[src/rtl/minmax_envelope_pyramid_macros.svh]
// ----------------------------------------------------------------------------
// Assertion macros for the min/max envelope pyramid
// Short forms for clocked checks that are disabled during reset.
// ----------------------------------------------------------------------------
`ifndef MINMAX_ENVELOPE_PYRAMID_MACROS_SVH
`define MINMAX_ENVELOPE_PYRAMID_MACROS_SVH

// The consequent must hold in the same cycle as the antecedent.
`define MEP_ASSERT_SAME(lbl, ante, cons, msg) \
  lbl: assert property (@(posedge clk) disable iff (!rst_n) (ante) |-> (cons)) \
    else $error(msg);

// The consequent must hold in the cycle after the antecedent.
`define MEP_ASSERT_NEXT(lbl, ante, cons, msg) \
  lbl: assert property (@(posedge clk) disable iff (!rst_n) (ante) |=> (cons)) \
    else $error(msg);

`endif

[src/rtl/mep_pkg.sv]
// ----------------------------------------------------------------------------
// Min/max envelope pyramid package
// Field widths, configuration codes and the beat types shared by all modules.
// ----------------------------------------------------------------------------
package mep_pkg;

  localparam int SAMPLE_BITS    = 16;
  localparam int LEVEL_BITS     = 4;
  localparam int TOTAL_BITS     = 40;
  localparam int WIN_BITS       = 14;
  localparam int LCNT_BITS      = 5;
  localparam int CFG_DATA_BITS  = 14;
  localparam int CFG_ADDR_BITS  = 1;

  localparam int WIN_MIN        = 64;
  localparam int WIN_MAX        = 8192;
  localparam int WIN_RESET      = 256;
  localparam int LCNT_RESET     = 16;
  localparam int DEF_MAX_LEVELS = 16;
  localparam int QUEUE_DEPTH    = 4;

  localparam logic [CFG_ADDR_BITS-1:0] REG_WINDOW_LEN  = 1'b0;
  localparam logic [CFG_ADDR_BITS-1:0] REG_LEVEL_COUNT = 1'b1;

  typedef struct packed {
    logic signed [SAMPLE_BITS-1:0] sample;
    logic                          end_of_stream;
  } in_beat_t;

  typedef struct packed {
    logic [LEVEL_BITS-1:0]         level;
    logic signed [SAMPLE_BITS-1:0] bin_min;
    logic signed [SAMPLE_BITS-1:0] bin_max;
    logic [TOTAL_BITS-1:0]         total_samples;
    logic                          stream_done;
    logic                          last;
  } out_beat_t;

  // One completed base window handed from the front end to the cascade.
  typedef struct packed {
    logic signed [SAMPLE_BITS-1:0] lo;
    logic signed [SAMPLE_BITS-1:0] hi;
    logic [TOTAL_BITS-1:0]         total;
    logic                          eos;
  } job_t;

  typedef struct packed {
    logic full;
    logic empty;
  } q_stat_t;

endpackage

[src/rtl/mep_front.sv]
// ----------------------------------------------------------------------------
// Envelope front end
// Accepts samples, tracks the base window min/max and queues finished windows.
// ----------------------------------------------------------------------------
module mep_front import mep_pkg::*; (
  input  logic                clk,
  input  logic                rst_n,
  input  logic                in_valid,
  output logic                in_ready,
  input  in_beat_t            in_data,
  input  logic [WIN_BITS-1:0] cfg_window_len,
  input  q_stat_t             q_stat,
  output logic                push,
  output job_t                job
);

  logic [WIN_BITS-1:0]           fill_r, fill_nxt;
  logic signed [SAMPLE_BITS-1:0] lo_r, lo_nxt;
  logic signed [SAMPLE_BITS-1:0] hi_r, hi_nxt;
  logic [TOTAL_BITS-1:0]         total_r, total_inc;
  logic [WIN_BITS-1:0]           win_eff;
  logic [WIN_BITS-1:0]           fill_inc;
  logic signed [SAMPLE_BITS-1:0] smp;
  logic                          accept;
  logic                          bin_done;

  assign in_ready = !q_stat.full;
  assign accept   = in_valid && in_ready;
  assign smp      = in_data.sample;

  always_comb begin
    if (cfg_window_len < WIN_BITS'(WIN_MIN)) begin
      win_eff = WIN_BITS'(WIN_MIN);
    end else if (cfg_window_len > WIN_BITS'(WIN_MAX)) begin
      win_eff = WIN_BITS'(WIN_MAX);
    end else begin
      win_eff = cfg_window_len;
    end
  end

  always_comb begin
    fill_inc  = fill_r + 1'b1;
    total_inc = total_r + 1'b1;
    if (fill_r == '0) begin
      lo_nxt = smp;
      hi_nxt = smp;
    end else begin
      lo_nxt = (smp < lo_r) ? smp : lo_r;
      hi_nxt = (smp > hi_r) ? smp : hi_r;
    end
    bin_done = (fill_inc >= win_eff) || in_data.end_of_stream;
    fill_nxt = bin_done ? '0 : fill_inc;
  end

  assign push      = accept && bin_done;
  assign job.lo    = lo_nxt;
  assign job.hi    = hi_nxt;
  assign job.total = total_inc;
  assign job.eos   = in_data.end_of_stream;

  always_ff @(posedge clk) begin
    if (!rst_n) begin
      fill_r  <= '0;
      total_r <= '0;
    end else if (accept) begin
      fill_r  <= fill_nxt;
      total_r <= in_data.end_of_stream ? '0 : total_inc;
    end
  end

  // Window extremes are only meaningful while the fill count is nonzero.
  always_ff @(posedge clk) begin
    if (accept) begin
      lo_r <= lo_nxt;
      hi_r <= hi_nxt;
    end
  end

endmodule

[src/rtl/mep_fifo.sv]
// ----------------------------------------------------------------------------
// Window queue
// Short first-in first-out queue of finished base windows.
// ----------------------------------------------------------------------------
module mep_fifo import mep_pkg::*; (
  input  logic    clk,
  input  logic    rst_n,
  input  logic    push,
  input  job_t    push_job,
  input  logic    pop,
  output job_t    head_job,
  output q_stat_t q_stat
);

  localparam int PTR_W = (QUEUE_DEPTH > 1) ? $clog2(QUEUE_DEPTH) : 1;

  job_t             mem_r [QUEUE_DEPTH];
  logic [PTR_W-1:0] wr_ptr_r, rd_ptr_r;
  logic [PTR_W:0]   count_r;
  logic             do_push, do_pop;

  assign q_stat.full  = (count_r == (PTR_W+1)'(QUEUE_DEPTH));
  assign q_stat.empty = (count_r == '0);
  assign do_push      = push && !q_stat.full;
  assign do_pop       = pop && !q_stat.empty;
  assign head_job     = mem_r[rd_ptr_r];

  always_ff @(posedge clk) begin
    if (!rst_n) begin
      wr_ptr_r <= '0;
      rd_ptr_r <= '0;
      count_r  <= '0;
    end else begin
      if (do_push) begin
        wr_ptr_r <= (wr_ptr_r == PTR_W'(QUEUE_DEPTH-1)) ? '0 : wr_ptr_r + 1'b1;
      end
      if (do_pop) begin
        rd_ptr_r <= (rd_ptr_r == PTR_W'(QUEUE_DEPTH-1)) ? '0 : rd_ptr_r + 1'b1;
      end
      if (do_push && !do_pop) begin
        count_r <= count_r + 1'b1;
      end else if (do_pop && !do_push) begin
        count_r <= count_r - 1'b1;
      end
    end
  end

  always_ff @(posedge clk) begin
    if (do_push) begin
      mem_r[wr_ptr_r] <= push_job;
    end
  end

endmodule

[src/rtl/mep_back.sv]
// ----------------------------------------------------------------------------
// Pyramid cascade
// Walks a queued window up the levels, pairing bins; one level per cycle unless stalled.
// ----------------------------------------------------------------------------
module mep_back import mep_pkg::*; #(
  parameter int MAX_LEVELS = DEF_MAX_LEVELS
) (
  input  logic                 clk,
  input  logic                 rst_n,
  input  logic [LCNT_BITS-1:0] cfg_level_count,
  input  q_stat_t              q_stat,
  input  job_t                 head_job,
  output logic                 pop,
  output logic                 out_valid,
  input  logic                 out_ready,
  output out_beat_t            out_data
);

  localparam int LVL_W = (MAX_LEVELS > 1) ? $clog2(MAX_LEVELS) : 1;
  localparam int LCW   = LCNT_BITS + 1;

  logic                          busy_r;
  logic [LVL_W-1:0]              lvl_r;
  logic [LVL_W-1:0]              top_r, top_c;
  logic                          have_r, have_nxt;
  logic signed [SAMPLE_BITS-1:0] lo_r, lo_nxt, hi_r, hi_nxt;
  logic [TOTAL_BITS-1:0]         total_r;
  logic                          eos_r;
  logic [MAX_LEVELS-1:0]         pend_v_r;
  logic signed [SAMPLE_BITS-1:0] pend_lo_r [MAX_LEVELS];
  logic signed [SAMPLE_BITS-1:0] pend_hi_r [MAX_LEVELS];
  logic                          out_valid_r;
  out_beat_t                     out_data_r;

  logic                          pv;
  logic signed [SAMPLE_BITS-1:0] plo, phi;
  logic at_top, step, emit, last_flag, finish;
  logic pend_set, pend_clr;

  always_comb begin
    if (cfg_level_count == '0) begin
      top_c = '0;
    end else if ({1'b0, cfg_level_count} > LCW'(MAX_LEVELS)) begin
      top_c = LVL_W'(MAX_LEVELS - 1);
    end else begin
      top_c = LVL_W'(cfg_level_count - 1'b1);
    end
  end

  assign pv  = pend_v_r[lvl_r];
  assign plo = pend_lo_r[lvl_r];
  assign phi = pend_hi_r[lvl_r];

  assign at_top    = (lvl_r == top_r);
  assign step      = busy_r && !(have_r && out_valid_r && !out_ready);
  assign emit      = step && have_r;
  // A bin is the last of its input when nothing can climb past this level.
  assign last_flag = at_top || (!pv && !eos_r);
  assign pop       = !busy_r && !q_stat.empty;

  always_comb begin
    have_nxt = have_r;
    lo_nxt   = lo_r;
    hi_nxt   = hi_r;
    pend_set = 1'b0;
    pend_clr = 1'b0;
    if (have_r) begin
      if (pv) begin
        lo_nxt   = (plo < lo_r) ? plo : lo_r;
        hi_nxt   = (phi > hi_r) ? phi : hi_r;
        pend_clr = 1'b1;
      end else if (!eos_r) begin
        pend_set = 1'b1;
        have_nxt = 1'b0;
      end
    end else if (eos_r && pv) begin
      have_nxt = 1'b1;
      lo_nxt   = plo;
      hi_nxt   = phi;
      pend_clr = 1'b1;
    end
    finish = at_top || (!have_nxt && !eos_r);
  end

  always_ff @(posedge clk) begin
    if (!rst_n) begin
      busy_r      <= 1'b0;
      pend_v_r    <= '0;
      out_valid_r <= 1'b0;
    end else begin
      if (pop) begin
        busy_r <= 1'b1;
      end else if (step && finish) begin
        busy_r <= 1'b0;
      end
      if (step && !at_top && pend_set) begin
        pend_v_r[lvl_r] <= 1'b1;
      end else if (step && !at_top && pend_clr) begin
        pend_v_r[lvl_r] <= 1'b0;
      end
      if (step && finish && eos_r) begin
        pend_v_r <= '0;
      end
      if (emit) begin
        out_valid_r <= 1'b1;
      end else if (out_ready) begin
        out_valid_r <= 1'b0;
      end
    end
  end

  always_ff @(posedge clk) begin
    if (pop) begin
      lvl_r   <= '0;
      top_r   <= top_c;
      have_r  <= 1'b1;
      lo_r    <= head_job.lo;
      hi_r    <= head_job.hi;
      total_r <= head_job.total;
      eos_r   <= head_job.eos;
    end else if (step && !at_top) begin
      lvl_r  <= lvl_r + 1'b1;
      have_r <= have_nxt;
      lo_r   <= lo_nxt;
      hi_r   <= hi_nxt;
    end
    if (step && !at_top && pend_set) begin
      pend_lo_r[lvl_r] <= lo_r;
      pend_hi_r[lvl_r] <= hi_r;
    end
    if (emit) begin
      out_data_r.level         <= LEVEL_BITS'(lvl_r);
      out_data_r.bin_min       <= lo_r;
      out_data_r.bin_max       <= hi_r;
      out_data_r.total_samples <= total_r;
      out_data_r.stream_done   <= eos_r && last_flag;
      out_data_r.last          <= last_flag;
    end
  end

  assign out_valid = out_valid_r;
  assign out_data  = out_data_r;

endmodule

[src/rtl/minmax_envelope_pyramid.sv]
// ----------------------------------------------------------------------------
// Min/max envelope pyramid
// Builds a multi-level min/max decimation pyramid over a mono sample stream.
// ----------------------------------------------------------------------------
// Usage: samples enter as beats on the in_ channel (valid/ready). Each beat
// carries one signed Q1.15 sample and an end-of-stream flag. A beat that
// fills the base window, or ends the stream, produces one bin at level 0 and
// then coarser bins as pairs complete; every bin leaves as one beat on the
// out_ channel, lowest level first, with last set on the final bin of the
// input beat and stream_done on the final bin of the stream.
// Throughput: the front end takes one sample per cycle. A finished window is
// placed in a four-entry queue; the cascade then walks it up the levels, as far
// as the top level set by level_count, and takes the next window from the queue
// only once it is done with the current one. The first bin of a window passes
// through the queue, the cascade load and the output register before it appears.
// The input stalls only when the queue is full, which happens when very short
// streams arrive back to back or while the receiver holds off the out_ channel.
// Reset clears the window, the running total, all pending pairs and the output
// register; window_len returns to 256 and level_count to 16. When the receiver
// stalls, the cascade holds its current level, the queue absorbs further windows,
// and the input keeps flowing until the queue fills. Configuration is written through
// cfg_we/cfg_addr/cfg_wdata while idle, which the user, not the block, must ensure.
// ----------------------------------------------------------------------------
`include "minmax_envelope_pyramid_macros.svh"

module minmax_envelope_pyramid import mep_pkg::*; #(
  parameter int MAX_LEVELS = DEF_MAX_LEVELS
) (
  input  logic                     clk,
  input  logic                     rst_n,
  input  logic                     in_valid,
  output logic                     in_ready,
  input  in_beat_t                 in_data,
  output logic                     out_valid,
  input  logic                     out_ready,
  output out_beat_t                out_data,
  input  logic                     cfg_we,
  input  logic [CFG_ADDR_BITS-1:0] cfg_addr,
  input  logic [CFG_DATA_BITS-1:0] cfg_wdata
);

  // Configuration registers; clamping to the legal range happens where used.
  logic [WIN_BITS-1:0]  window_len_r;
  logic [LCNT_BITS-1:0] level_count_r;

  always_ff @(posedge clk) begin
    if (!rst_n) begin
      window_len_r  <= WIN_BITS'(WIN_RESET);
      level_count_r <= LCNT_BITS'(LCNT_RESET);
    end else if (cfg_we) begin
      case (cfg_addr)
        REG_WINDOW_LEN:  window_len_r  <= WIN_BITS'(cfg_wdata);
        REG_LEVEL_COUNT: level_count_r <= LCNT_BITS'(cfg_wdata);
        default: ;
      endcase
    end
  end

  // Front end: window tracking and queue push.
  logic    push, pop;
  job_t    push_job, head_job;
  q_stat_t q_stat;

  mep_front u_front (
    .clk            (clk),
    .rst_n          (rst_n),
    .in_valid       (in_valid),
    .in_ready       (in_ready),
    .in_data        (in_data),
    .cfg_window_len (window_len_r),
    .q_stat         (q_stat),
    .push           (push),
    .job            (push_job)
  );

  // The queue decouples sample intake from the level cascade.
  mep_fifo u_fifo (
    .clk      (clk),
    .rst_n    (rst_n),
    .push     (push),
    .push_job (push_job),
    .pop      (pop),
    .head_job (head_job),
    .q_stat   (q_stat)
  );

  // Back end: one level per cycle while not stalled, output register toward the receiver.
  mep_back #(
    .MAX_LEVELS (MAX_LEVELS)
  ) u_back (
    .clk             (clk),
    .rst_n           (rst_n),
    .cfg_level_count (level_count_r),
    .q_stat          (q_stat),
    .head_job        (head_job),
    .pop             (pop),
    .out_valid       (out_valid),
    .out_ready       (out_ready),
    .out_data        (out_data)
  );

  // Short names for the output checks below.
  logic                  done_beat;
  logic                  mid_fire;
  logic                  out_stall;
  logic [LEVEL_BITS-1:0] out_level;
  logic [LEVEL_BITS-1:0] level_up;

  assign done_beat = out_valid && out_data.stream_done;
  assign mid_fire  = out_valid && out_ready && !out_data.last;
  assign out_stall = out_valid && !out_ready;
  assign out_level = out_data.level;
  assign level_up  = out_data.level + 1'b1;

  // The final bin of a stream always closes its input beat.
  `MEP_ASSERT_SAME(a_done_is_last, done_beat, out_data.last, "stream_done without last")

  // Within one input beat, bins climb exactly one level per beat.
  `MEP_ASSERT_NEXT(a_level_climb, mid_fire, out_valid && out_level == $past(level_up), "level skipped")

  // A stalled bin keeps its payload until the receiver takes it.
  `MEP_ASSERT_NEXT(a_out_hold, out_stall, out_valid && $stable(out_data), "bin changed under stall")

endmodule
[config.mk]
export PLATFORM = sky130hd
export DESIGN_NAME = minmax_envelope_pyramid
export DESIGN_NICKNAME = d
export VERILOG_FILES = /design/src/rtl/mep_pkg.sv /design/src/rtl/mep_front.sv /design/src/rtl/mep_fifo.sv /design/src/rtl/mep_back.sv /design/src/rtl/minmax_envelope_pyramid.sv
export VERILOG_INCLUDE_DIRS = /design/src /design/src/rtl
export SDC_FILE = /design/constraint.sdc
export NUM_CORES = 1
export LEC_CHECK = 0
export BUFFER_PORTS_ARGS = -buffer_cell sky130_fd_sc_hd__buf_2
export CORE_UTILIZATION = 60
export CTS_CLUSTER_SIZE = 28
export DETAILED_ROUTE_END_ITERATION = 7
export PLACE_DENSITY = 0.77
export REMOVE_ABC_BUFFERS = 1
export SETUP_SLACK_MARGIN = 0.1
export SYNTH_ARGS = -nofsm -noshare
export SYNTH_HDL_FRONTEND = slang
export SYNTH_SLANG_ARGS = --single-unit
[constraint.sdc]
create_clock -name clk -period 8.5 [get_ports clk]
set_input_delay 0.425 -clock clk [delete_from_list [all_inputs] [get_ports clk]]
set_output_delay 0.425 -clock clk [all_outputs]
set_load 0.005 [all_outputs]
## After elaboration in Yosys (flattened, before gate mapping)

Memory sizes are Yosys's and may differ from the RTL's. A register that Yosys moved wholly into a read port is not among the register bits.
Index checks and enable logic that the tools add are counted.

| cells by class | value |
|---|---|
| add/sub/neg operators | 8 |
| magnitude comparators | 10 |
| eq/ne operators | 7 |
| multiplexer cells | 54 |
| bitwise logic cells | 5 |
| reduce and logical (&&, ||, !) cells | 49 |

Operator list:

| operator | count |
|---|---|
| 16-bit two-way mux | 18 |
| 14-bit two-way mux | 3 |
| 40-bit by 1-bit adder with 40-bit output (second input constant) | 1 |
| 40-bit two-way mux | 1 |
| 16-bit greater-than comparator | 2 |
| 16-bit < comparator | 2 |
| 1-bit logical AND | 21 |
| 4-bit two-way mux | 5 |
| 1-bit two-way mux | 19 |
| 16-bit bitwise AND | 1 |
| 16-bit NOT | 1 |
| 16-bit OR | 1 |
| 14-bit by 1-bit adder with 14-bit output (second input constant) | 1 |
| 14-bit >= comparator | 1 |
| 14-bit greater-than comparator (second input constant) | 1 |
| 14-bit zero test | 1 |
| 14-bit by 7-bit < comparator with 1-bit output (second input constant) | 1 |
| 1-bit zero test | 11 |
| 2-bit nonzero test | 5 |
| 3-bit != test (second input constant) | 3 |
| 2-bit two-way mux | 4 |
| 4-bit AND reduction | 2 |
| 3-bit two-way mux | 2 |
| 5-bit greater-than comparator (second input constant) | 1 |
| 19 further kinds | 25 |

| word-level totals | value |
|---|---|
| register bits | 290 |
| RAM bits | 804 |
| input bits | 37 |
| output and inout bits | 80 |
| logic and storage cells | 161 |
| memories kept | 3 |

Memories:

| name | depth | width | read ports | clocked after Yosys merged registers in | write ports | line | text |
|---|---|---|---|---|---|---|---|
| u_fifo.mem_r | 4 | 73 | 1 | 1 | 1 | mep_fifo.sv:17 | `job_t mem_r [QUEUE_DEPTH];` |
| u_back.pend_hi_r | 16 | 16 | 1 | 1 | 1 | mep_back.sv:31 | `logic signed [SAMPLE_BITS-1:0] pend_hi_r [MAX_LEVELS];` |
| u_back.pend_lo_r | 16 | 16 | 1 | 1 | 1 | mep_back.sv:30 | `logic signed [SAMPLE_BITS-1:0] pend_lo_r [MAX_LEVELS];` |

## Longest topological paths before layout

| depth | value |
|---|---|
| depth in word-level cells | 11 |
| mapped depth | 18 |
| mapped depth without buffers | 18 |

## Cells and area by module

Synthesis repeated with hierarchy kept, for this count alone.

| second synthesis, totals | value |
|---|---|
| cell total of the unflattened synthesis | 2380 |
| area, all modules | 44477.7 µm² |

By module, submodules not included:

| module | instances | cells an instance | area an instance (µm²) | seq. area each (µm²) |
|---|---|---|---|---|
| mep_back | 1 | 1194 | 26621.8 | 20569.7 |
| mep_fifo | 1 | 432 | 11100.6 | 8948.6 |
| mep_front | 1 | 674 | 5985.7 | 2042.0 |
| minmax_envelope_pyramid | 1 | 80 | 769.5 | 380.4 |

## Least setup slack after synthesis

No wires, ideal clock.

| path | value |
|---|---|
| path kind | reg2reg |
| start | register (tool-made name) |
| end | register u_back.lo_r[0] (enable) |
| setup time | 0.436 ns |
| arrival | 4.864 ns |
| data required time | 8.064 ns |
| path slack | 3.200 ns |
| cell stages (with the launch flop) | 13 |
| buffers on the path | 2 |
| period minus slack after synthesis | 5.300 ns |
| cells stage by stage | dfxtp_1 buf_2 buf_1 mux4_2 mux4_2 ha_1 a21o_1 a21o_1 a21oi_1 nor2b_1 o21ai_0 a21oi_1 o41ai_1 |

RTL lines:

| element | line | text |
|---|---|---|
| end signal, assigned | mep_back.sv:117 | `lo_r <= head_job.lo;` |
| end signal, assigned | mep_back.sv:124 | `lo_r <= lo_nxt;` |
| end, declared | mep_back.sv:26 | `logic signed [SAMPLE_BITS-1:0] lo_r, lo_nxt, hi_r, hi_nxt;` |

==> summary by stage <==
GRT
In the global route stage, overall resource usage came out at 26.6%. The number of antenna violations at the first check in global routing is 15. The global-route wire length before repair is 146 mm. For this run, global-route usage on met2 was measured as 44.2%. The via count of the first global-routing pass came to 23,700.

After global routing the overflow that remains totals 0. Entering global routing, the biggest net connects 103 pins. The global routing met3 resource utilization is 5.47%. met2 is the most crowded layer.

The met1 usage in global routing is 35.7%.

CTS
After clock tree synthesis, the clock-pin slew on the worst setup and hold paths is 70 ps. TritonCTS built the clock tree. Clock tree synthesis selected as its root buffer the cell sky130_fd_sc_hd__clkbuf_16. The number of buffers inserted during clock tree synthesis is 106. CTS built an H-tree with a depth of 3. Clock latency on the worst-skew pair, taken at its later pin, is 680 ps.

The deepest clock path buffer count is 3. The clock sink total is 1,100. After clock tree synthesis, the flow added hold-fix buffers numbering 10.

The post-CTS resize count is 0. The number of buffers added for setup after CTS is 0.

Yosys
Sorting the synthesized cells by area gives the leading types as sky130_fd_sc_hd__edfxtp_1 68%, sky130_fd_sc_hd__mux4_2 12%, sky130_fd_sc_hd__dfxtp_1 5.0%. The number of different library cells in the post-synthesis netlist is 69. The share of async-settable or async-resettable flops after synthesis is 0%.

The leading area contributor after synthesis is sky130_fd_sc_hd__edfxtp_1. Summing every instance area after synthesis gives 44,000 um2. The register area share after synthesis is 72.7%. The predominant post-synthesis flop cell is sky130_fd_sc_hd__edfxtp_1.

Each instance of the synthesized netlist takes up on average 18.0 um2. The area share of the largest cell type after synthesis is 67.7%. The cell count after synthesis came out at 2,442. In this run, synthesis produced a sequential element count of 1,100. The Yosys step of the flow raised 0 warnings.

In this run, synthesis inferred 991 flip-flops with an integrated enable.

Routing
In the routed design, unresolved DRC markers number 0. In this run the remaining antenna-violating nets after routing total 0. After detailed routing, the average wire length per cell comes to 26.5 um. For this block, the initial DRC count from the detailed router was 2,777. Dividing the detail-routed via count by the number of cells gives 6.37. The total vias in the final route is 23,300. Wires add up to 97.0 mm. The iteration count of the initial detailed-routing pass is 7.

Power
The internal power of the cells is 11.2 mW. The clock network burns 31.8% of the power. The switching power total is 4.33 mW. Sequential cells burn 49.8% of the power. Of the total power, combinational logic draws 18.4%. In this run the static leakage power is 16.6 nW. In this run switching power makes up 27.8% of total power.

In this run the power density over the cells is 315 nW/um2. Across the VDD grid, the largest voltage drop is 0.235 mV.

Final layout
After the flow finishes, the layout carries non-filler instances totaling 3,655. The final cell utilization of the core is 68.7%. The filler cell count is 4,330.

In the layout the commonest cells are 991 x sky130_fd_sc_hd__edfxtp_1, 236 x sky130_fd_sc_hd__mux4_2, 213 x sky130_fd_sc_hd__nand2_1, 116 x sky130_fd_sc_hd__buf_2, 107 x sky130_fd_sc_hd__clkbuf_16. The fraction of layout cells with a size suffix above 1 is 23.7%. The commonest non-fill, non-tap cell in the layout is sky130_fd_sc_hd__edfxtp_1. The area used by multi-input combinational logic is 11,300 um2.

The final-stage net count is 2,735. Registers take 32,000 um2. The area growth from synthesis to layout is 12.5%.

Setup path
Counting stages on the worst path, the most repeated cell is sky130_fd_sc_hd__mux4_2. The critical path goes through buf_12 > mux4_2 > mux4_2 > ha_1 > and4_1 > and3_1 > a221oi_1 > o21ai_0 > mux2_2 > a31oi_1 > o21ai_1 > buf_4. The kind of start point of the critical path is a flop. The cell with the largest stage delay on the worst path is sky130_fd_sc_hd__dfxtp_4. The top cell family by delay on the critical path is multiplexers. The worst path required time is 8850 ps. For flop-to-flop paths, the worst setup slack is 3160 ps. The count of buffer and inverter cells on the critical path is 2. In this design, the stage delay of the slowest critical-path cell is 700 ps.

The endpoint type of the worst setup path is a flop. The kind of critical path is reg -> reg. The largest fanout of any net on the critical path is 102. The data arrival time of the critical path is 5690 ps.

Floorplan
The die covers 74,400 um2. The starting utilization of the core area is 61.1%. Measured along the y axis, the die boundary spans 273 um. The region available for standard cell placement spans 72,000 um2. The floorplan has 98 rows. The overall die width is 273 um. The number of primary I/O pins is 117.

STA
Setup violations remaining at the end of the flow were counted as 0. The total count of hold-check failures in the final report is 0. Setup repair after global routing left no endpoint under its margin.

The post-route minimum period is 5340 ps. Once routing completed, OpenROAD measured the worst setup slack at 3160 ps. The worst-case hold slack is 29.0 ps. The timing-limited maximum frequency is 187 MHz. The final worst-path cycle share is 62.8%.

At the pin with the least slew margin, the transition time is 1170 ps. The clock arrives with 48.7 ps of skew. After routing, the total negative slack on setup checks comes to 0 ps.

The max-slew violation total from the final report is 0. The relative slew slack is 22.2%.

Place
The count of buffers inserted at the top-level ports is 116. Counting tap cells, the placed design contains a total of 3,439 instances. The weighted congestion reported at the end of routability-driven placement is 0.834.

Prior to clock tree synthesis, the placed netlist has a worst setup slack of 3270 ps. Detailed placement finished with a half-perimeter wire length of 53.3 mm.

Min path
In this run the worst hold path is classified as in -> reg.

Outcome
The flow ran to the end, and the final reports show no timing, DRC or antenna violations.

Job
Max-cap violations in this run came to 0.
==> registers in the layout, summed over array words and instances, names as in the netlist, 14 cells and up, named ones only <==
register,flops
window_len_r,14
u_front.fill_r,14
u_back.hi_r,16
u_front.total_r,40
u_front.hi_r,16
u_back.lo_r,16
u_back.pend_hi_r,256
u_front.lo_r,16
u_back.pend_lo_r,256
u_fifo.mem_r,292
u_back.out_data,78
u_back.total_r,40
==> area by class of cell <==
| cell class | instances | area share, % |
|---|---|---|
| Timing Repair Buffer | 164 | 1.98 |
| Tap cell | 950 | 2.40 |
| Clock inverter | 78 | 1.86 |
| Antenna cell | 7 | 0.0354 |
| Sequential cell | 1100 | 64.6 |
| Inverter | 89 | 0.678 |
| Multi-Input combinational cell | 1146 | 22.8 |
| Clock buffer | 121 | 5.62 |
==> cells by family after synthesis <==
kind of cell,after synthesis,synth area share [%]
flip-flops,1100,72.7
AND/OR/NAND/NOR,501,5.47
multiplexers,274,13.1
AO/OA/AOI/OAI,217,3.11
buffers and inverters,196,1.77
adder cells (fa/ha/maj),91,2.61
XOR/XNOR,63,1.26
==> synth_stat cells, types with 7 or more instances <==
cell type and count:
sky130_fd_sc_hd__a21o_1 10, sky130_fd_sc_hd__a21oi_1 80, sky130_fd_sc_hd__a22oi_1 9, sky130_fd_sc_hd__a31oi_1 11
sky130_fd_sc_hd__a32o_1 18, sky130_fd_sc_hd__and2_1 27, sky130_fd_sc_hd__and3_1 17, sky130_fd_sc_hd__buf_1 24
sky130_fd_sc_hd__buf_2 15, sky130_fd_sc_hd__clkbuf_1 65, sky130_fd_sc_hd__dfxtp_1 109, sky130_fd_sc_hd__edfxtp_1 991
sky130_fd_sc_hd__ha_1 90, sky130_fd_sc_hd__inv_1 86, sky130_fd_sc_hd__mux2_2 21, sky130_fd_sc_hd__mux2_4 10
sky130_fd_sc_hd__mux4_2 236, sky130_fd_sc_hd__nand2_1 213, sky130_fd_sc_hd__nand2b_1 18, sky130_fd_sc_hd__nand3_1 43
sky130_fd_sc_hd__nand4_1 28, sky130_fd_sc_hd__nor2_1 83, sky130_fd_sc_hd__nor2b_1 7, sky130_fd_sc_hd__nor3_1 23
sky130_fd_sc_hd__o21ai_0 53, sky130_fd_sc_hd__or3_1 13, sky130_fd_sc_hd__xnor2_1 39, sky130_fd_sc_hd__xor2_1 24
==> tightest hold or removal path: cells and delay by family <==
family / cells / cell delay [ps]
AO/OA/AOI/OAI: 1 / 60
buffers and inverters: 1 / 100
AND/OR/NAND/NOR: 1 / 50
==> metrics by stage <==
stage | cell area, um2 | total power [mW]
after floorplan | 43500 | 9.71
after CTS | 49400 | 15.7
after detailed placement | 45600 | 10.7
after global routing | 49500 | 16.2
final | 49500 | 15.6
after global placement | 45600 | 10.5
==> power groups by stage <==
stage	Sequential (mW)	Clock (mW)	Combinational, mW
2_1_floorplan	7.74	0	1.97
3_3_place_gp	7.81	0	2.74
3_5_place_dp	7.86	0	2.82
4_1_cts	7.77	5.01	2.87
5_1_grt	7.85	5.22	3.11
6_report	7.77	4.95	2.86
==> path summary, 6_finish.rpt <==
| check | endpoint | depth (start not counted) | start |
|---|---|---|---|
| worst max register to register | u_back.hi_r[2] | 12 | flop |
| worst min-delay path | window_len_r[5] | 3 | cfg_wdata[5] |
| worst min register to register | u_back.out_data[38] | 0 | u_back.total_r[36] |
| worst max-delay path | u_back.hi_r[2] | 12 | flop |
==> per-layer routing <==
metal  vias up  share of wire (%)
li1       9989                  -
met5         -              0.058
met1     12000                 39
met4        10                2.4
met2      1126                 50
met3       180                9.0
Note: power is estimated with default switching activity, not from simulation.
